--- src/sv/vrc_pkg.sv ---
// Shared widths, constants and word types of the velocity-to-color unit
package vrc_pkg;

    // Velocity field width (Q.12 fixed point, two's complement)
    localparam int VEL_W      = 16;
    // Sum of squares and root datapath
    localparam int SQ_W       = 2 * VEL_W;
    // Channel accumulator in units of 2^-28
    localparam int ACC_W      = VEL_W + 19;
    // Gain register
    localparam int GAIN_W     = 10;
    localparam logic [GAIN_W-1:0] GAIN_RESET = GAIN_W'(300);
    // Product of accumulator and zero-extended gain
    localparam int PROD_W     = ACC_W + GAIN_W + 1;
    // sqrt(3)/2 as unsigned Q0.16
    localparam int K_W        = 17;
    localparam logic [K_W-2:0] SQRT3_HALF_Q16 = 16'd56756;
    // Output scaling: add half, drop 29 bits
    localparam int ROUND_POS  = 28;
    localparam int SHIFT      = 29;
    localparam int BYTE_W     = 8;
    // Register stages from input to output word
    localparam int PIPE_DEPTH = VEL_W + 6;

    typedef struct packed {
        logic signed [VEL_W-1:0] vel_x;
        logic signed [VEL_W-1:0] vel_y;
    } t_vel_word;

    typedef struct packed {
        logic [BYTE_W-1:0] red;
        logic [BYTE_W-1:0] green;
        logic [BYTE_W-1:0] blue;
    } t_rgb_word;

endpackage

--- src/sv/vrc_chan.sv ---
// Channel arithmetic: rotate terms, accumulate, scale by gain, round and saturate
module vrc_chan
    import vrc_pkg::*;
(
    input  logic              i_clk,
    input  logic              i_rst_n,
    input  logic              i_valid,
    output logic              o_ready,
    input  logic [VEL_W-1:0]  i_len,
    input  t_vel_word         i_word,
    input  logic [GAIN_W-1:0] i_gain,
    output logic              o_valid,
    input  logic              i_ready,
    output t_rgb_word         o_rgb
);

    // round half up, drop the fraction, clamp to a byte
    function automatic logic [BYTE_W-1:0] f_to_byte(input logic signed [PROD_W-1:0] p);
        logic signed [PROD_W-1:0] t;
        logic [BYTE_W-1:0]        q;
        t = p + (PROD_W'(1) <<< ROUND_POS);
        if (t < 0) begin
            q = '0;
        end else if (t >= (PROD_W'(256) <<< SHIFT)) begin
            q = '1;
        end else begin
            q = t[SHIFT+BYTE_W-1:SHIFT];
        end
        return q;
    endfunction

    logic r_v_a, r_v_b, r_v_c, r_v_d;
    logic w_rdy_a, w_rdy_b, w_rdy_c, w_rdy_d;

    logic signed [VEL_W+K_W-1:0] n_kx, r_kx;
    logic signed [VEL_W+2:0]     n_gc, r_gc;
    logic signed [VEL_W+1:0]     n_rr, r_rr;

    logic signed [ACC_W-1:0]     n_acc_r, n_acc_g, n_acc_b;
    logic signed [ACC_W-1:0]     r_acc_r, r_acc_g, r_acc_b;

    logic signed [PROD_W-1:0]    w_gain_s;
    logic signed [PROD_W-1:0]    n_p_r, n_p_g, n_p_b;
    logic signed [PROD_W-1:0]    r_p_r, r_p_g, r_p_b;

    t_vel_word n_unused_word;
    t_rgb_word n_rgb, r_rgb;

    // ready chain, output end first
    assign w_rdy_d = !r_v_d || i_ready;
    assign w_rdy_c = !r_v_c || w_rdy_d;
    assign w_rdy_b = !r_v_b || w_rdy_c;
    assign w_rdy_a = !r_v_a || w_rdy_b;
    assign o_ready = w_rdy_a;

    // stage A: K*ux, 2*len - uy and uy + len (uy = -vel_y)
    assign n_unused_word = i_word;
    assign n_kx = (VEL_W+K_W)'(n_unused_word.vel_x)
                * (VEL_W+K_W)'($signed({1'b0, SQRT3_HALF_Q16}));
    assign n_gc = $signed({2'b00, i_len, 1'b0}) + (VEL_W+3)'(n_unused_word.vel_y);
    assign n_rr = $signed({2'b00, i_len}) - (VEL_W+2)'(n_unused_word.vel_y);

    // stage B: channel sums in units of 2^-28
    assign n_acc_r = ACC_W'(r_rr) <<< 16;
    assign n_acc_g = (ACC_W'(r_gc) <<< 15) + ACC_W'(r_kx);
    assign n_acc_b = (ACC_W'(r_gc) <<< 15) - ACC_W'(r_kx);

    // stage C: scale by gain
    assign w_gain_s = $signed({{(PROD_W-GAIN_W){1'b0}}, i_gain});
    assign n_p_r = PROD_W'(r_acc_r) * w_gain_s;
    assign n_p_g = PROD_W'(r_acc_g) * w_gain_s;
    assign n_p_b = PROD_W'(r_acc_b) * w_gain_s;

    // stage D: bytes
    assign n_rgb.red   = f_to_byte(r_p_r);
    assign n_rgb.green = f_to_byte(r_p_g);
    assign n_rgb.blue  = f_to_byte(r_p_b);

    // advance valid bits
    always_ff @(posedge i_clk) begin
        if (!i_rst_n) begin
            r_v_a <= 1'b0;
            r_v_b <= 1'b0;
            r_v_c <= 1'b0;
            r_v_d <= 1'b0;
        end else begin
            if (w_rdy_a) r_v_a <= i_valid;
            if (w_rdy_b) r_v_b <= r_v_a;
            if (w_rdy_c) r_v_c <= r_v_b;
            if (w_rdy_d) r_v_d <= r_v_c;
        end
    end

    // advance payload, hold while stalled
    always_ff @(posedge i_clk) begin
        if (w_rdy_a) begin
            r_kx <= n_kx;
            r_gc <= n_gc;
            r_rr <= n_rr;
        end
        if (w_rdy_b) begin
            r_acc_r <= n_acc_r;
            r_acc_g <= n_acc_g;
            r_acc_b <= n_acc_b;
        end
        if (w_rdy_c) begin
            r_p_r <= n_p_r;
            r_p_g <= n_p_g;
            r_p_b <= n_p_b;
        end
        if (w_rdy_d) begin
            r_rgb <= n_rgb;
        end
    end

    assign o_valid = r_v_d;
    assign o_rgb   = r_rgb;

endmodule

--- config.mk ---
export PLATFORM = sky130hd
export DESIGN_NAME = vrc_chan
export DESIGN_NICKNAME = d
export VERILOG_FILES = /design/src/sv/vrc_pkg.sv /design/src/sv/vrc_chan.sv
export SDC_FILE = /design/constraint.sdc
export NUM_CORES = 2
export LEC_CHECK = 0
export BUFFER_PORTS_ARGS = -buffer_cell sky130_fd_sc_hd__buf_4
export CAP_MARGIN = 20
export CORE_MARGIN = 3
export CORE_UTILIZATION = 46
export DETAILED_ROUTE_END_ITERATION = 12
export GPL_TIMING_DRIVEN = 0
export PLACE_DENSITY_LB_ADDON = 0.1
export SETUP_SLACK_MARGIN = 0.3
export SYNTH_ARGS = -nofsm -noshare
export SYNTH_HDL_FRONTEND = slang
export SYNTH_SLANG_ARGS = --single-unit
--- constraint.sdc ---
create_clock -name i_clk -period 9.25 [get_ports i_clk]
set_clock_uncertainty 0.1 [all_clocks]
set_input_delay 0.925 -clock i_clk [delete_from_list [all_inputs] [get_ports i_clk]]
set_output_delay 0.925 -clock i_clk [all_outputs]
set_load 0.005 [all_outputs]
After elaboration in Yosys (flattened, before gate mapping)
Cells that the tools add are included.

cells by class
  order comparisons = 6
  reductions and logical operators = 8
  add/sub/neg operators = 7
  multiplexer cells = 3
  multipliers = 4

operators by type and width
  operator                count
  $add 46x30->46 const B  3
  $ge 46x39->1 const B    3
  $lt 46x1->1 const B     3
  $mul 35x11->46          2
  $add 34x33->35          1
  $sub 34x33->35          1
  $mul 16x15->31 const B  1
  $mul 18x11->29          1
  $mux 8                  3
  $add 18x16->19          1
  $sub 17x16->18          1
  $logic_not 1->1         4
  $logic_or 1x1->1        4

word-level totals
  bits in registers = 322
  input bits = 62
  word-level logic and storage cells = 44
  output and inout bits = 26

Depth between registers and ports, before layout
  word-level depth = 5
  depth in mapped cells = 24
  depth with buffers taken out = 22

Worst setup path after synthesis
Ideal clock, no wire load.

  path type = input to register
  start point = input i_gain[5]
  end point = register r_p_b[43] (data pin)
  required time = 8.891 ns
  slack = 2.757 ns
  cell stages on the path = 22
  arrival = 6.134 ns
  buffers on the path = 3
  setup time = 0.259 ns
  cells stage by stage = clkbuf_1 > clkbuf_1 > nand2_1 > fa_1 > inv_1 > fa_1 > fa_1 > fa_1 > inv_1 > fa_1 > inv_1 > ha_1 > clkbuf_1 > a21o_1 > a21o_1 > a21o_1 > a41o_1 > a221o_1 > a21boi_2 > o311ai_1 > a21oi_1 > xnor2_1

between the ends
  cells in the longest elaborated chain, start to end = 1

ends and longest elaborated chain
  element               RTL line         RTL
  start, declared       vrc_chan.sv:11   input logic [GAIN_W-1:0] i_gain,
  $mul 35x11->46        vrc_chan.sv:72   assign n_p_b = PROD_W'(r_acc_b) * w_gain_s;
  net n_p_b[43]         vrc_chan.sv:43   logic signed [PROD_W-1:0] n_p_r, n_p_g, n_p_b;
  end signal, assigned  vrc_chan.sv:109  r_p_b <= n_p_b;
  end, declared         vrc_chan.sv:44   logic signed [PROD_W-1:0] r_p_r, r_p_g, r_p_b;

The timed path passes the listed nets, and every way through them passes these cells.
A chain may end at the register's enable or synchronous reset.

Worst setup path in the final report
  start point = input i_gain[5]
  end point = register r_p_b[44] (data pin)

The elaborated chain is that of the path after synthesis.

==> impl_results.md <==
- CP delay by family, top: adder cells
- Layout overhead on the synthesized area: 7.32%
- Syn Inst Count: about 4800
- Clock Latency Late Sink: about 620 ps
- CP max FO: 10
- Die Ht: between 300 and 400 um
- Mapped cell area: ~45000 sq um
- Final Hold Viols: 0
- CP startpoint kind: primary input
- DR DRC count: 0
- RD Place Congestion: roughly 0.9
- Via density: roughly 5
- Antenna violations before repair: 5
- CP cell instances: clkbuf_1 > clkbuf_1 > nand2_1 > fa_1 > inv_1 > fa_1 > fa_1 > fa_1 > inv_1 > fa_1 > inv_1 > ha_1 > nand2_1 > o21ai_0 > a31oi_2 > a2111oi_0 > o31a_1 > or3_1 > a31oi_1 > o21ai_1 > xor2_1
- Area after DPL: 47600 sq um
- Core ar.: 97100 sq um
- Final Cycle Share: a little under nine tenths
- Dpl hpwl: 96300 um
- Post-layout min period: around 8000 ps
- Fin Setup TNS: 0 ps
- Mean Syn Cell Area: ~9.5 sq um
- Synth unique cells: 79
- Flops & latches, synth: about 230
- DRT Wirelength: about 110000 um
- Largest net degree at the start of global routing: 75
- Count leader, synth: inv_1
- Crit path DAT: 8240 ps
- DP Worst Slack: 816 ps
- Die area: between 100000 and 150000 sq um
- Total Routing Usage GR: 23.2%
- R2R Path End: r_p_g[44]$_DFFE_PP_
- Layout cells sized above 1: between 3 and 4%
- Min-delay src: r_rr[3]$_DFFE_PP_
- Num rows: around 110
- CP bufs+invs: 5
- CP dominant cell by count: fa_1
- Synth top area share: 37.4%
- Avg WL per Cell: between 15 and 20 um
- Most used DFF post-synth: edfxtp_1
- Final worst slack: around 1300 ps
- DRT iter0 DRCs: around 1700
- Reg2reg start: r_acc_g[11]$_DFFE_PP_
- Clock transition at the registers of the reported paths: 60 ps
- Final setup violation count: 0
- Ports: 88
- Initial Utilization: a little under half
- First-pass GRT wire length: 186000 um
- Die width: between 300 and 400 um
- Vias: between 30000 and 40000
- Port bufs: 79
- Vias in the first global route: 33342
- Yosys top cell by area: fa_1
- Post-synth EDFFs: around 230
- Total CTS buffers: 28
- Critical path endpoint category: flop
- Max Cap Viol: 0
- Status: complete, no violations
- PostCTS Resize Cnt: 0
- Root buffer cell: clkbuf_16
- ANT nets after route: 0
- CP Class: primary input to flop
- H-tree Lvls: 1
- Post-CTS Setup Bufs: 0
- RSZ-0062 raised after global routing: no
- Synthesized net count: between 6000 and 7000
- Design Area, Final: slightly below 50000 sq um
- CTS max path bufs: 3
- Hold Path End: r_acc_r[19]$_DFFE_PP_
- TritonCTS clock tree: yes
- Slew Viols, Final: 0
- Post-synth top cells: inv_1, fa_1, nand2_1
- Grt total ovfl: 0
- Nets: approximately 6200
- Post-cts hold buffer count: 0
- Synth async-reset ratio: 0%
- Hold path depth: 0
- Slew margin rel.: a little under a fifth
- Drt pass-1 iters: 7
- Peak Freq: ~130 MHz
- Critical-path top delay cell: a2111oi_0
- Cell depth of the worst flop-to-flop path: 21
- Reg2Reg Setup Slack: 2540 ps
- WP depth: 21
- Area contributors post-synth: fa_1, edfxtp_1, ha_1
- Sink Count: about 230
- Least-Margin Pin Slew: roughly 1200 ps
- Hold crit path type: flop to flop
- Warnings from Yosys: 0
- CP required: 9520 ps
- CP peak stage delay: 890 ps
- Seq/Total Area, Yosys: between 10% and 20%
-- flip-flops by register name, summed over array words and instances (netlist names) --
signal   flops
r_p_b       18
r_kx        31
r_rr        18
r_p_g       18
o_valid      1
r_v_c        1
r_acc_b     32
r_acc_g     33
r_v_a        1
r_p_r       17
r_acc_r     18
r_gc        19
r_v_b        1
o_rgb       24
-- how the worst max path moves through the flow --
| stage | end | startpoint | slack, ps |
|---|---|---|---|
| 5_1_grt | r_p_b[44]$_DFFE_PP_ | i_gain[5] | 1210 |
| 3_3_place_gp | r_p_g[44]$_DFFE_PP_ | i_gain[7] | 790 |
| 6_report | r_p_b[44]$_DFFE_PP_ | i_gain[5] | 1280 |
| 3_5_place_dp | r_p_b[44]$_DFFE_PP_ | i_gain[5] | 820 |
| 2_1_floorplan | r_p_b[43]$_DFFE_PP_ | i_gain[5] | 2760 |
| 4_1_cts | r_p_b[44]$_DFFE_PP_ | i_gain[5] | 1490 |
-- metrics by stage --
stage / hold WS, ps / util (%) / instances
floorplan: 300 / - / 4754
global placement: 300 / 48.8 / 6109
detailed placement: 305 / 49.0 / 6115
CTS: 320 / 49.9 / 6167
global route: 328 / 50.0 / 6168
finish: 319 / 50.0 / 6172
-- kinds of logic (layout without fill, tap and decap cells) --
family                   count (synthesis)  in the layout  share of synthesized area [%]
AO/OA/AOI/OAI                          493            493                           7.11
XOR/XNOR                               198            198                           3.83
adder cells (fa/ha/maj)               1283           1283                           49.5
buffers and inverters                 1304           1442                           10.8
flip-flops                             232            232                           15.3
multiplexers                             2              2                         0.0443
other                                    0              4                              0
AND/OR/NAND/NOR                       1242           1242                           13.4
-- cell type report --
type                    instances  area, sq um
clock inverters                18          229
flip-flops and latches        232         6930
inverters                    1099         4130
multi-input cells            3218        33400
clock buffers                  34          733
repair buffers                 86          728
diodes                          4         10.0
plain buffers                 205          773
well taps                    1276         1600
fillers                      9228        48600
-- per-layer routing --
metal	up-vias	wire (um)	global-route usage, %
li1	14803	-	-
met3	132	7070	3.62
met1	15404	51400	32.3
met2	727	51500	37.6
met4	0	3920	7.16
met5	-	0	0
-- cells in the final DEF, fill, tap and decap left out, types with 18 or more instances in the layout --
cell type | synthesis | layout
and3_1 | 27 | 27
nand3_1 | 49 | 49
o21a_1 | 18 | 18
nand2b_1 | 25 | 25
xor2_1 | 68 | 68
and2_1 | 350 | 350
nor2_1 | 105 | 105
fa_1 | 845 | 845
ha_1 | 438 | 438
nor2b_1 | 21 | 21
o21ai_0 | 51 | 51
o21bai_1 | 22 | 22
inv_1 | 1098 | 1097
nand2_1 | 567 | 565
nor3_1 | 28 | 28
a21o_1 | 79 | 79
buf_1 | 36 | 36
nand4_1 | 24 | 24
clkbuf_16 | 0 | 28
clkbuf_1 | 166 | 171
a211oi_1 | 18 | 18
a21oi_1 | 182 | 182
buf_4 | 0 | 79
xnor2_1 | 130 | 130
edfxtp_1 | 228 | 228
Power is not shown: default switching activity piles up to over one toggle a cycle in this logic, so the estimate is an artifact.
