$ cat config.mk
export PLATFORM = sky130hd
export DESIGN_NAME = vrc_isqrt
export DESIGN_NICKNAME = d
export VERILOG_FILES = /design/src/sv/vrc_pkg.sv /design/src/sv/vrc_isqrt.sv
export SDC_FILE = /design/constraint.sdc
export NUM_CORES = 1
export LEC_CHECK = 0
export BUFFER_PORTS_ARGS = -buffer_cell sky130_fd_sc_hd__buf_4
export CAP_MARGIN = 40
export CORE_ASPECT_RATIO = 1.5
export CORE_MARGIN = 3
export CORE_UTILIZATION = 30
export DETAILED_ROUTE_END_ITERATION = 7
export PLACE_DENSITY = 0.43
export SLEW_MARGIN = 5
export SYNTH_ARGS = -nofsm -noshare
export SYNTH_HDL_FRONTEND = slang
export SYNTH_SLANG_ARGS = --single-unit
$ cat constraint.sdc
create_clock -name i_clk -period 9.5 [get_ports i_clk]
set_clock_uncertainty 0.2 [all_clocks]
set_input_delay 0 -clock i_clk [delete_from_list [all_inputs] [get_ports i_clk]]
set_output_delay 0 -clock i_clk [all_outputs]
set_load 0.05 [all_outputs]
$ cat src/sv/vrc_pkg.sv
// Shared widths, constants and word types of the velocity-to-color unit
package vrc_pkg;

    // Velocity field width (Q.12 fixed point, two's complement)
    localparam int VEL_W      = 16;
    // Sum of squares and root datapath
    localparam int SQ_W       = 2 * VEL_W;
    // Channel accumulator in units of 2^-28
    localparam int ACC_W      = VEL_W + 19;
    // Gain register
    localparam int GAIN_W     = 10;
    localparam logic [GAIN_W-1:0] GAIN_RESET = GAIN_W'(300);
    // Product of accumulator and zero-extended gain
    localparam int PROD_W     = ACC_W + GAIN_W + 1;
    // sqrt(3)/2 as unsigned Q0.16
    localparam int K_W        = 17;
    localparam logic [K_W-2:0] SQRT3_HALF_Q16 = 16'd56756;
    // Output scaling: add half, drop 29 bits
    localparam int ROUND_POS  = 28;
    localparam int SHIFT      = 29;
    localparam int BYTE_W     = 8;
    // Register stages from input to output word
    localparam int PIPE_DEPTH = VEL_W + 6;

    typedef struct packed {
        logic signed [VEL_W-1:0] vel_x;
        logic signed [VEL_W-1:0] vel_y;
    } t_vel_word;

    typedef struct packed {
        logic [BYTE_W-1:0] red;
        logic [BYTE_W-1:0] green;
        logic [BYTE_W-1:0] blue;
    } t_rgb_word;

endpackage

$ cat src/sv/vrc_isqrt.sv
// Pipelined integer square root, one result bit per stage, velocity word carried alongside
module vrc_isqrt
    import vrc_pkg::*;
(
    input  logic              i_clk,
    input  logic              i_rst_n,
    input  logic              i_valid,
    output logic              o_ready,
    input  logic [SQ_W-1:0]   i_sq,
    input  t_vel_word         i_word,
    output logic              o_valid,
    input  logic              i_ready,
    output logic [VEL_W-1:0]  o_len,
    output t_vel_word         o_word
);

    localparam int N = VEL_W;

    logic            r_v    [N];
    logic [SQ_W-1:0] r_rem  [N];
    logic [SQ_W-1:0] r_res  [N];
    t_vel_word       r_word [N];
    logic            w_rdy  [N+1];

    // the output side closes the ready chain
    assign w_rdy[N] = i_ready;

    for (genvar k = 0; k < N; k++) begin : g_stage
        localparam logic [SQ_W-1:0] BIT = SQ_W'(1) << (2 * (N - 1 - k));

        logic            v_in;
        logic [SQ_W-1:0] rem_in;
        logic [SQ_W-1:0] res_in;
        t_vel_word       word_in;
        logic [SQ_W:0]   trial;
        logic [SQ_W-1:0] n_rem;
        logic [SQ_W-1:0] n_res;

        if (k == 0) begin : g_head
            assign v_in    = i_valid;
            assign rem_in  = i_sq;
            assign res_in  = '0;
            assign word_in = i_word;
        end else begin : g_body
            assign v_in    = r_v[k-1];
            assign rem_in  = r_rem[k-1];
            assign res_in  = r_res[k-1];
            assign word_in = r_word[k-1];
        end

        // a stage takes a new word when empty or when its own word moves on
        assign w_rdy[k] = !r_v[k] || w_rdy[k+1];

        // try to set this root bit
        always_comb begin
            trial = {1'b0, res_in} + {1'b0, BIT};
            if ({1'b0, rem_in} >= trial) begin
                n_rem = rem_in - trial[SQ_W-1:0];
                n_res = (res_in >> 1) + BIT;
            end else begin
                n_rem = rem_in;
                n_res = res_in >> 1;
            end
        end

        always_ff @(posedge i_clk) begin
            if (!i_rst_n) begin
                r_v[k] <= 1'b0;
            end else if (w_rdy[k]) begin
                r_v[k] <= v_in;
            end
        end

        always_ff @(posedge i_clk) begin
            if (w_rdy[k]) begin
                r_rem[k]  <= n_rem;
                r_res[k]  <= n_res;
                r_word[k] <= word_in;
            end
        end
    end

    assign o_ready = w_rdy[0];
    assign o_valid = r_v[N-1];
    assign o_len   = r_res[N-1][VEL_W-1:0];
    assign o_word  = r_word[N-1];

endmodule

# Yosys cells after proc, flatten, opt, wreduce, memory -nomap -nowiden
# Memory sizes are Yosys's and may differ from the RTL's.
# Cells that the tools add are included.
# totals
regBits,0
latch_bits,0
ramBits,1552
romBits,0
in_bits,68
output_inout_bits,50
elab_cells,227
memories,4
# mem_list
name,words,word_bits,rd,rd_ports_with_merged_regs,write_ports,line_no,text
r_rem,16,32,15,0,16,vrc_isqrt.sv:20,logic [SQ_W-1:0] r_rem [N];
r_res,16,32,16,0,16,vrc_isqrt.sv:21,logic [SQ_W-1:0] r_res [N];
r_word,16,32,16,0,16,vrc_isqrt.sv:22,t_vel_word r_word [N];
r_v,16,1,16,0,16,vrc_isqrt.sv:19,logic r_v [N];
# op_classes
add_sub_neg,46
n_mul,0
div_mod_pow,0
n_lt_le_gt_ge,16
eq_ne,0
shift,0
mux,113
bitwise,16
reduce_logical,32
# op_table
op,n
$mux 32,31
$ge 32x33->1,15
$sub 32x32->32,15
$mux 1,81
$add 32x1->33 const B,1
$add 32x11->33 const B,1
$add 32x13->33 const B,1
$add 32x15->33 const B,1
$add 32x17->33 const B,1
$add 32x19->33 const B,1
$add 32x21->33 const B,1
$add 32x23->33 const B,1
$add 32x25->33 const B,1
$add 32x27->33 const B,1
$add 32x29->33 const B,1
$add 32x3->33 const B,1
$add 32x5->33 const B,1
$add 32x7->33 const B,1
$add 32x9->33 const B,1
$add 31x1->32 const B,1
$add 31x11->32 const B,1
$add 31x13->32 const B,1
$add 31x15->32 const B,1
$add 31x17->32 const B,1
other kinds (16),61

# Logic depth before layout (Yosys ltp)
# Gate-level depths: netlist of run 1.
# An unclocked memory read counts as a cell.
# logic_depth
ltp_word,22
mapped_depth,11
depth_no_buf,11

# Worst setup path before layout of run 1
# No wires, ideal clock.
# synth_path
path_kind,flip-flop to flip-flop
start,"memory r_v[15][0], in the netlist r_v[1][7]"
end,"memory r_v[0][0], data pin"
setup_ns,0.274
arrival_ns,9.389
required_time_ns,9.026
slack_ns,-0.363
path_stages_with_launch,11
path_buffers,0
synth_period_minus_slack_ns,9.863
path_cell_list,edfxtp_1 > nand3b_1 > nor3_1 > and3_1 > and3_1 > inv_1 > nor2_1 > inv_1 > nor2_1 > nand3_1 > and3_1
# synth_rtl
element,line_no
"start, declared",vrc_isqrt.sv:19

==> results of run 1 <==
[state kept, by name, indices dropped and copies added (netlist names)]
signal / count
r_v: 16
r_word: 512
r_rem: 480
r_res: 136
[path summary, 6_finish.rpt]
check                                start                       end  cells after the start
setup reg to reg       r_v[1][6]$_DFFE_PP_       r_v[0][0]$_DFFE_PP_                     12
hold reg to reg   r_word[0][117]$_DFFE_PP_  r_word[0][149]$_DFFE_PP_                      0
setup / recovery       r_v[1][6]$_DFFE_PP_                   o_ready                     12
hold / removal                     i_rst_n       r_v[0][1]$_DFFE_PP_                      3
[what timing repair did]
action,4_1_cts,5_1_grt
endpoints found under the hold margin,190,0
setup endpoints to repair,0,0
hold buffers,138,0
[worst max-delay path, cell delays in order (launching register included)]
cell	delay, ns
sky130_fd_sc_hd__edfxtp_1	0.39
sky130_fd_sc_hd__nand3b_1	0.20
sky130_fd_sc_hd__nor3_1	0.65
sky130_fd_sc_hd__and3_1	0.39
sky130_fd_sc_hd__and3_1	0.27
sky130_fd_sc_hd__inv_2	0.04
sky130_fd_sc_hd__buf_4	0.37
sky130_fd_sc_hd__nor2_1	0.33
sky130_fd_sc_hd__inv_2	0.06
sky130_fd_sc_hd__nor2_1	0.37
sky130_fd_sc_hd__nand3_4	0.46
sky130_fd_sc_hd__buf_12	0.36
sky130_fd_sc_hd__buf_4	0.21
[per-stage QoR]
stage | power, W | setup slack, ns
detailed placement | 0.00974 | 4.93
finish | 0.0140 | 4.41
global placement | 0.00966 | 3.99
global route | 0.0148 | 3.93
floorplan | 0.00889 | 0.557
CTS | 0.0142 | 4.22
[cell families (layout without fill, tap and decap cells)]
kind of cell / Yosys count / after routing
and+or+nand+nor: 653 / 653
muxes: 28 / 28
xor gates and xnor gates: 187 / 187
adders and majority gates: 150 / 150
AOI/OAI and AO/OA: 374 / 374
DFF: 1144 / 1144
buffers and inverters: 218 / 693
[area by class of cell]
class,count,area (um^2),area share
clock inverters,61,643,0.0120
inverters,191,717,0.0134
well taps,1925,2410,0.0451
multi-input cells,1392,9650,0.181
repair buffers,292,2640,0.0495
clock buffers,149,3050,0.0570
flip-flops and latches,1144,34300,0.643
[cell usage in the layout (no fill, tap or decap), types with 28 or more instances in the layout]
cell type,count
sky130_fd_sc_hd__nor4_1,65
sky130_fd_sc_hd__ha_1,150
sky130_fd_sc_hd__inv_1,182
sky130_fd_sc_hd__nand2b_1,32
sky130_fd_sc_hd__nand4_1,28
sky130_fd_sc_hd__a21oi_1,91
sky130_fd_sc_hd__o21ai_0,124
sky130_fd_sc_hd__clkbuf_16,115
sky130_fd_sc_hd__a21o_1,34
sky130_fd_sc_hd__buf_4,143
sky130_fd_sc_hd__dlygate4sd3_1,138
sky130_fd_sc_hd__xor2_1,91
sky130_fd_sc_hd__nand3_1,31
sky130_fd_sc_hd__clkbuf_1,30
sky130_fd_sc_hd__nor3_1,79
sky130_fd_sc_hd__nand2_1,168
sky130_fd_sc_hd__xnor2_1,96
sky130_fd_sc_hd__nor2_1,95
sky130_fd_sc_hd__edfxtp_1,1143
[power by group through the flow]
stage	sequential, W	clock, W	combinational (W)
after global placement	0.00716	0	0.00250
final	0.00706	0.00435	0.00258
after floorplan	0.00702	0	0.00187
after global routing	0.00715	0.00475	0.00290
after detailed placement	0.00718	0	0.00256
after CTS	0.00707	0.00453	0.00262
[metal layers]
| layer | track usage | up-vias | routed length (um) |
|---|---|---|---|
| li1 | - | 11239 | - |
| met1 | 0.0955 | 10928 | 27500 |
| met2 | 0.226 | 397 | 48800 |
| met3 | 0.0190 | 204 | 2730 |
| met4 | 0.0701 | 0 | 5040 |
| met5 | 0 | - | 0 |
==> impl_table.tex, run 1 <==
\begin{tabular}{lr}
\hline
Metric & Value \\
\hline
\multicolumn{2}{l}{\textbf{Drt}} \\
\quad Post-DRT Antenna Nets & 0 \\
\quad Detailed-routing iteration count for the pre-antenna-repair pass & 5 \\
\quad Post-detailed-route wirelength per cell & around 16 um \\
\quad Vias per std cell & about 4.4 \\
\quad Iteration-0 DRC Markers & 840 \\
\quad WL final & 84000 um \\
\quad Count of unresolved DRC violations after routing & 0 \\
\quad Via count & 22.8k \\
\multicolumn{2}{l}{\textbf{Global routing}} \\
\quad First-pass GRT wire length & 133000 um \\
\quad Grt total ovfl & 0 \\
\quad Number of global-route vias before repair & 24.9k \\
\quad Overall track demand over capacity in global routing & 0.110 \\
\quad Antenna violations before repair & 0 \\
\quad Pin count of the biggest net entering global routing & 74 \\
\multicolumn{2}{l}{\textbf{Yosys}} \\
\quad Most frequent cells after synthesis & sky130\_fd\_sc\_hd\_\_edfxtp\_1, sky130\_fd\_sc\_hd\_\_inv\_1, sky130\_fd\_sc\_hd\_\_nand2\_1 \\
\quad Synth Warn \# & 0 \\
\quad Count of different cell masters after synthesis & slightly below 70 \\
\quad Combinational family with the most area after synthesis & simple AND/OR/NAND/NOR gates \\
\quad Post-synthesis mux area share & 0.00679 \\
\quad Synthesized area divided by synthesized cell count & 16.3 um\^{}2 \\
\quad Synth area leaders & sky130\_fd\_sc\_hd\_\_edfxtp\_1, sky130\_fd\_sc\_hd\_\_ha\_1, sky130\_fd\_sc\_hd\_\_xnor2\_1 \\
\quad Area of the mapped netlist & 44800 um\^{}2 \\
\quad Number of enable-type register cells in the synthesized netlist & 1143 \\
\quad Flip-flop cell with the highest count after synthesis & sky130\_fd\_sc\_hd\_\_edfxtp\_1 \\
\quad Post-synthesis sequential area ratio & 0.767 \\
\quad Gate Count Post-Synth & between 2k and 3k \\
\quad Synthesized-area fraction occupied by and/or/nand/nor cells & 0.0764 \\
\quad Share of flip-flops with an asynchronous set or reset & 0 \\
\quad Leading area contributor after synthesis & sky130\_fd\_sc\_hd\_\_edfxtp\_1 \\
\quad Net count after synthesis & 2972 \\
\quad Top cell type's share of synthesized area & 0.767 \\
\quad Number of flip-flops and latches in the synthesized netlist & about 1.1k \\
\quad Xor/xnor share of the synthesized area & 0.0366 \\
\quad Post-synthesis share of cell area spent on full adders, half adders and majority gates & 0.0419 \\
\quad Most frequent cell after synthesis & sky130\_fd\_sc\_hd\_\_edfxtp\_1 \\
\quad Post-synthesis compound-gate area fraction & 0.0526 \\
\multicolumn{2}{l}{\textbf{Timing}} \\
\quad Max Fclk & 0.197 GHz \\
\quad Number of failing setup endpoints in the final timing report & 0 \\
\quad Setup repair after global routing missed its margin & no \\
\quad Count of final hold-check violations & 0 \\
\quad Headroom to the max-slew limit & 0.368 \\
\quad Worst-margin pin slew & 0.940 ns \\
\quad Final Max Tran Viols & 0 \\
\quad Final setup TNS & 0 ns \\
\quad Min Clock Period, post-route & approximately 5 ns \\
\quad Worst Hold Margin & between 0.1 and 0.15 ns \\
\quad Final Cycle Share & 0.536 \\
\multicolumn{2}{l}{\textbf{Clock network}} \\
\quad Number of setup buffers added after CTS & 0 \\
\quad Insertion delay to the later sink of the worst-skew pair & 0.74 ns \\
\quad Number of buffers created by CTS & 114 \\
\quad CTS tree & done \\
\quad Count of clock tree sinks & around 1.1k \\
\quad Root Driver & sky130\_fd\_sc\_hd\_\_clkbuf\_16 \\
\quad Reg clk slew, reported paths & 0.06 ns \\
\quad Worst-case clock buffer depth & 3 \\
\quad Max H-tree Level & 3 \\
\quad Post-CTS Resized & 0 \\
\multicolumn{2}{l}{\textbf{Die}} \\
\quad Die height & 479 um \\
\quad Cell Rows & between 150 and 200 \\
\quad Die Wd & about 320 um \\
\quad Placeable core area & 148000 um\^{}2 \\
\quad IO Pins & 118 \\
\quad Floorplan die area & 154000 um\^{}2 \\
\quad Starting density of the core & 0.302 \\
\multicolumn{2}{l}{\textbf{Critical path}} \\
\quad Worst path required time & about 9.3 ns \\
\quad R2r setup slk & 4.57 ns \\
\quad Data arrival time of the critical path & just under 5 ns \\
\quad Type of origin of the critical path & flip-flop \\
\quad Worst Path Class, Setup & flip-flop to primary output \\
\quad Top fanout value on the critical path & 73 \\
\quad Endpoint class of the critical path & primary output \\
\multicolumn{2}{l}{\textbf{Layout}} \\
\quad Area delta synth->final & 19.4\% \\
\quad Total of fill cells in the finished design & between 10k and 15k \\
\quad Layout Nets & $\sim$3.4k \\
\quad Cell area after layout & 53500 um\^{}2 \\
\quad Cell Count, Final, Fillers Out & around 5k \\
\quad Final core utilization & 0.360 \\
\quad Fraction of layout instances using a drive strength above 1 & 0.116 \\
\quad Ant. Diodes & 0 \\
\multicolumn{2}{l}{\textbf{Power and ir drop}} \\
\quad Net switching power figure & 0.00380 W \\
\quad Seq pwr share & 0.505 \\
\quad Clk network pwr share & 0.311 \\
\quad Worst IR drop on VDD & 162 uV \\
\quad Sw frac & 0.271 \\
\quad Internal power summed over all cells & 0.0102 W \\
\quad Leakage component of the power & 20.3 nW \\
\quad Ratio of total power to cell area & 262 nW/um\^{}2 \\
\quad Combinational Power Share & 0.185 \\
\multicolumn{2}{l}{\textbf{Place}} \\
\quad Dpl hpwl & approximately 63000 um \\
\quad Number of input and output port buffers inserted & between 100 and 150 \\
\quad Routability congestion estimate from global placement & 0.876 \\
\quad Number of placed instances with taps included & between 4k and 5k \\
\quad Post-DP Area & 48400 um\^{}2 \\
\multicolumn{2}{l}{\textbf{Job}} \\
\quad Max-capacitance violation count & 0 \\
\multicolumn{2}{l}{\textbf{Run status}} \\
\quad Result of the run & complete, no violations \\
\multicolumn{2}{l}{\textbf{Worst hold path}} \\
\quad Worst min-delay path category & input pin to flip-flop \\
\hline
\end{tabular}
No activity file was read; power rests on OpenSTA's default activity.
==> inputs of run 2 (changes only) <==
--- a/config.mk
+++ b/config.mk
@@ -5,6 +5,7 @@
 export SDC_FILE = /design/constraint.sdc
 export NUM_CORES = 1
 export LEC_CHECK = 0
+export ABC_AREA = 1
 export BUFFER_PORTS_ARGS = -buffer_cell sky130_fd_sc_hd__buf_4
 export CAP_MARGIN = 40
 export CORE_ASPECT_RATIO = 1.5
==> constraint.sdc (replaced) <==
create_clock -name i_clk -period 4.16 [get_ports i_clk]
set_clock_uncertainty 0.2 [all_clocks]
set_input_delay 0 -clock i_clk [delete_from_list [all_inputs] [get_ports i_clk]]
set_output_delay 0 -clock i_clk [all_outputs]
set_load 0.05 [all_outputs]
==> run 2 against run 1 <==
- area after synthesis is 7.0% higher
- critical endpoint unchanged
- sequential power is 130% higher
- total power increased to 2.6 times the previous value
- first-iteration DRC count up 36%
- clock-buffer cell count is 20 lower
- cell area is 6.1% higher
==> impl_table.tex, run 2 <==
\begin{tabular}{lr}
\hline
Metric & Value \\
\hline
\multicolumn{2}{l}{\textbf{Worst hold path}} \\
\quad Hold path depth & 3 \\
\quad Endpoint with the worst hold slack & r\_v[1][4]\$\_DFFE\_PP\_ \\
\quad Worst min-delay path category & input pin to flip-flop \\
\quad Hold Path Origin & i\_rst\_n \\
\multicolumn{2}{l}{\textbf{Yosys}} \\
\quad Most frequent cell after synthesis & sky130\_fd\_sc\_hd\_\_edfxtp\_1 \\
\quad Share of flip-flops with an asynchronous set or reset & 0 \\
\quad Synth area leaders & sky130\_fd\_sc\_hd\_\_edfxtp\_1, sky130\_fd\_sc\_hd\_\_nand2\_1, sky130\_fd\_sc\_hd\_\_ha\_1 \\
\quad Net count after synthesis & 3818 \\
\quad Count of different cell masters after synthesis & 63 \\
\quad Top cell type's share of synthesized area & 0.717 \\
\quad Synthesized area divided by synthesized cell count & 13.3 um\^{}2 \\
\quad Most frequent cells after synthesis & sky130\_fd\_sc\_hd\_\_edfxtp\_1, sky130\_fd\_sc\_hd\_\_nand2\_1, sky130\_fd\_sc\_hd\_\_inv\_1 \\
\quad Flip-flop cell with the highest count after synthesis & sky130\_fd\_sc\_hd\_\_edfxtp\_1 \\
\quad Number of enable-type register cells in the synthesized netlist & approximately 1.1k \\
\quad Leading area contributor after synthesis & sky130\_fd\_sc\_hd\_\_edfxtp\_1 \\
\quad Post-synthesis sequential area ratio & 0.717 \\
\quad Number of flip-flops and latches in the synthesized netlist & 1144 \\
\quad Area of the mapped netlist & 47900 um\^{}2 \\
\quad Synth Warn \# & 0 \\
\quad Gate Count Post-Synth & 3600 \\
\multicolumn{2}{l}{\textbf{Drt}} \\
\quad Count of unresolved DRC violations after routing & 0 \\
\quad Iteration-0 DRC Markers & 1141 \\
\quad Detailed-routing iteration count for the pre-antenna-repair pass & 5 \\
\quad Post-DRT Antenna Nets & 0 \\
\quad Vias per std cell & between 4 and 5 \\
\quad WL final & 115000 um \\
\quad Post-detailed-route wirelength per cell & 18.7 um \\
\quad Via count & 27.1k \\
\multicolumn{2}{l}{\textbf{Die}} \\
\quad Die height & about 500 um \\
\quad IO Pins & 118 \\
\quad Starting density of the core & 0.304 \\
\quad Cell Rows & 178 \\
\quad Die Wd & 332 um \\
\quad Floorplan die area & 165000 um\^{}2 \\
\quad Placeable core area & 158000 um\^{}2 \\
\multicolumn{2}{l}{\textbf{Critical path}} \\
\quad Endpoint class of the critical path & primary output \\
\quad Worst Path Class, Setup & flip-flop to primary output \\
\quad RR Startpoint & r\_rem[0][247]\$\_DFFE\_PP\_ \\
\quad Worst path required time & 3.96 ns \\
\quad Endpoint of the lowest-slack register-to-register path & r\_rem[1][20]\$\_DFFE\_PP\_ \\
\quad Cell count of the worst reg-to-reg path & 12 \\
\quad R2r setup slk & a little under 0.9 ns \\
\quad Type of origin of the critical path & flip-flop \\
\quad Top fanout value on the critical path & 47 \\
\quad Data arrival time of the critical path & 3.59 ns \\
\multicolumn{2}{l}{\textbf{Clock network}} \\
\quad Reg clk slew, reported paths & 0.06 ns \\
\quad Count of clock tree sinks & $\sim$1.1k \\
\quad Insertion delay to the later sink of the worst-skew pair & 0.76 ns \\
\quad Number of buffers created by CTS & 115 \\
\quad Root Driver & sky130\_fd\_sc\_hd\_\_clkbuf\_16 \\
\quad Worst-case clock buffer depth & 3 \\
\quad Max H-tree Level & 3 \\
\quad CTS tree & done \\
\multicolumn{2}{l}{\textbf{Power and ir drop}} \\
\quad Ratio of total power to cell area & approximately 630 nW/um\^{}2 \\
\quad Total power & 0.0358 W \\
\quad Leakage component of the power & about 22 nW \\
\quad Worst IR drop on VDD & 391 uV \\
\multicolumn{2}{l}{\textbf{Layout}} \\
\quad Most frequent cells in the layout & sky130\_fd\_sc\_hd\_\_edfxtp\_1, sky130\_fd\_sc\_hd\_\_nand2\_1, sky130\_fd\_sc\_hd\_\_inv\_1, sky130\_fd\_sc\_hd\_\_nor2\_1, sky130\_fd\_sc\_hd\_\_a21oi\_1 \\
\quad Largest register FFs & roughly 510 \\
\quad Cell area after layout & 56700 um\^{}2 \\
\quad Final core utilization & 0.360 \\
\quad Registers with the most flip-flops & r\_word: 512 flops, r\_rem: 480 flops, r\_res: 136 flops \\
\quad Layout Nets & around 4.2k \\
\quad Fraction of layout instances using a drive strength above 1 & 0.117 \\
\quad Biggest register & r\_word \\
\quad Area delta synth->final & 18.4\% \\
\quad Leading cell type in the layout, fill and taps excluded & sky130\_fd\_sc\_hd\_\_edfxtp\_1 \\
\multicolumn{2}{l}{\textbf{Timing}} \\
\quad Headroom to the max-slew limit & 0.421 \\
\quad Setup repair after global routing missed its margin & no \\
\quad Final Cycle Share & 0.911 \\
\quad Min Clock Period, post-route & 3.79 ns \\
\quad Max Fclk & 0.264 GHz \\
\quad Final Max Tran Viols & 0 \\
\quad Worst-margin pin slew & 0.860 ns \\
\quad Number of failing setup endpoints in the final timing report & 0 \\
\quad Count of final hold-check violations & 0 \\
\quad Crit path setup slack, layout & 0.371 ns \\
\multicolumn{2}{l}{\textbf{Place}} \\
\quad Routability congestion estimate from global placement & 0.872 \\
\quad Worst setup slack before clock tree synthesis & 0.870 ns \\
\quad Post-DP Area & about 52000 um\^{}2 \\
\quad Number of input and output port buffers inserted & 117 \\
\quad Dpl hpwl & 89900 um \\
\multicolumn{2}{l}{\textbf{Global routing}} \\
\quad First-pass GRT wire length & 173000 um \\
\quad Antenna violations before repair & 1 \\
\quad Grt total ovfl & 0 \\
\quad Overall track demand over capacity in global routing & 0.140 \\
\quad Pin count of the biggest net entering global routing & 63 \\
\quad Number of global-route vias before repair & 29.1k \\
\multicolumn{2}{l}{\textbf{Job}} \\
\quad Max-capacitance violation count & 0 \\
\multicolumn{2}{l}{\textbf{Run status}} \\
\quad Result of the run & complete, no violations \\
\hline
\end{tabular}
==> run 2: changes by cell type in the layout (fill, tap and decap cells not counted), moves of 23 or more <==
cell / previous run / this run
sky130_fd_sc_hd__a21o_1: 34 / 11
sky130_fd_sc_hd__or2_2: 4 / 27
sky130_fd_sc_hd__nand2_1: 168 / 536
sky130_fd_sc_hd__nand4_1: 28 / 61
sky130_fd_sc_hd__o21ai_2: 0 / 35
sky130_fd_sc_hd__nand3_1: 31 / 105
sky130_fd_sc_hd__nand2b_1: 32 / 0
sky130_fd_sc_hd__and3_1: 26 / 3
sky130_fd_sc_hd__a21oi_1: 91 / 169
sky130_fd_sc_hd__inv_1: 182 / 438
sky130_fd_sc_hd__o21ai_1: 1 / 32
sky130_fd_sc_hd__nor2_1: 95 / 277
==> run 2: worst max path at each step <==
| stage | startpoint | end | cells past startpoint |
|---|---|---|---|
| floorplan | r_v[1][7]$_DFFE_PP_ | r_rem[0][0]$_DFFE_PP_ | 9 |
| global placement | r_rem[0][247]$_DFFE_PP_ | r_rem[1][20]$_DFFE_PP_ | 12 |
| detailed placement | r_rem[0][247]$_DFFE_PP_ | r_rem[1][19]$_DFFE_PP_ | 12 |
| CTS | r_v[1][7]$_DFFE_PP_ | o_ready | 11 |
| global route | r_v[1][7]$_DFFE_PP_ | o_ready | 11 |
| finish | r_v[1][7]$_DFFE_PP_ | o_ready | 11 |
==> run 2: final cells by class <==
| type | count | area, um^2 |
|---|---|---|
| inverters | 452 | 1700 |
| repair buffers | 291 | 2630 |
| flip-flops and latches | 1144 | 34300 |
| multi-input cells | 1974 | 11600 |
| clock inverters | 87 | 887 |
| well taps | 2070 | 2590 |
| diodes | 1 | 2.50 |
| clock buffers | 129 | 2930 |
| fillers | 15272 | 101000 |
==> run 2: critical path, stage by stage, from the launching register on <==
cell and delay, ns:
sky130_fd_sc_hd__edfxtp_1 0.44, sky130_fd_sc_hd__nand4_4 0.14, sky130_fd_sc_hd__nor2_4 0.20, sky130_fd_sc_hd__nand4_4 0.30, sky130_fd_sc_hd__nor2_2 0.25, sky130_fd_sc_hd__nand4_4 0.12
sky130_fd_sc_hd__nor2_4 0.19, sky130_fd_sc_hd__nand4_4 0.12, sky130_fd_sc_hd__nor2_4 0.13, sky130_fd_sc_hd__inv_2 0.21, sky130_fd_sc_hd__buf_4 0.38, sky130_fd_sc_hd__buf_4 0.28
==> run 2: per-layer routing <==
layer | vias to the layer above | global-route usage | wire length (um)
li1 | 13541 | - | -
met1 | 12832 | 0.114 | 34900
met2 | 447 | 0.304 | 69900
met3 | 265 | 0.0191 | 3180
met4 | 0 | 0.0853 | 7030
met5 | - | 0 | 0
==> run 2: kinds of logic after synthesis <==
kind of cell | after synthesis | share of synthesized area
AND/OR/NAND/NOR | 1209 | 0.116
flip-flops | 1144 | 0.717
XOR/XNOR | 163 | 0.0298
AO/OA/AOI/OAI | 452 | 0.0571
buffers and inverters | 482 | 0.0410
adder cells (fa/ha/maj) | 150 | 0.0392
==> run 2: repair_timing <==
action	in CTS	in global routing
setup buffers	0	0
hold buffers	135	0
hold endpoints to repair	258	0
gates resized for setup	0	0
==> run 2: where the power goes <==
group	switching, W	internal (W)	leakage, nW
Clock	0.00451	0.00591	1.85
Sequential	0.00143	0.0151	11.9
Combinational	0.00570	0.00321	8.65
Total	0.0116	0.0242	22.4
==> run 2: metrics by stage <==
stage	TNS, ns	instances	hold WS, ns
5_1_grt	0	6148	0.0852
2_1_floorplan	-1129.99	3600	-0.101
3_3_place_gp	0	5788	-0.0214
4_1_cts	0	6147	0.0126
3_5_place_dp	0	5796	-0.0205
6_report	0	6148	0.0997
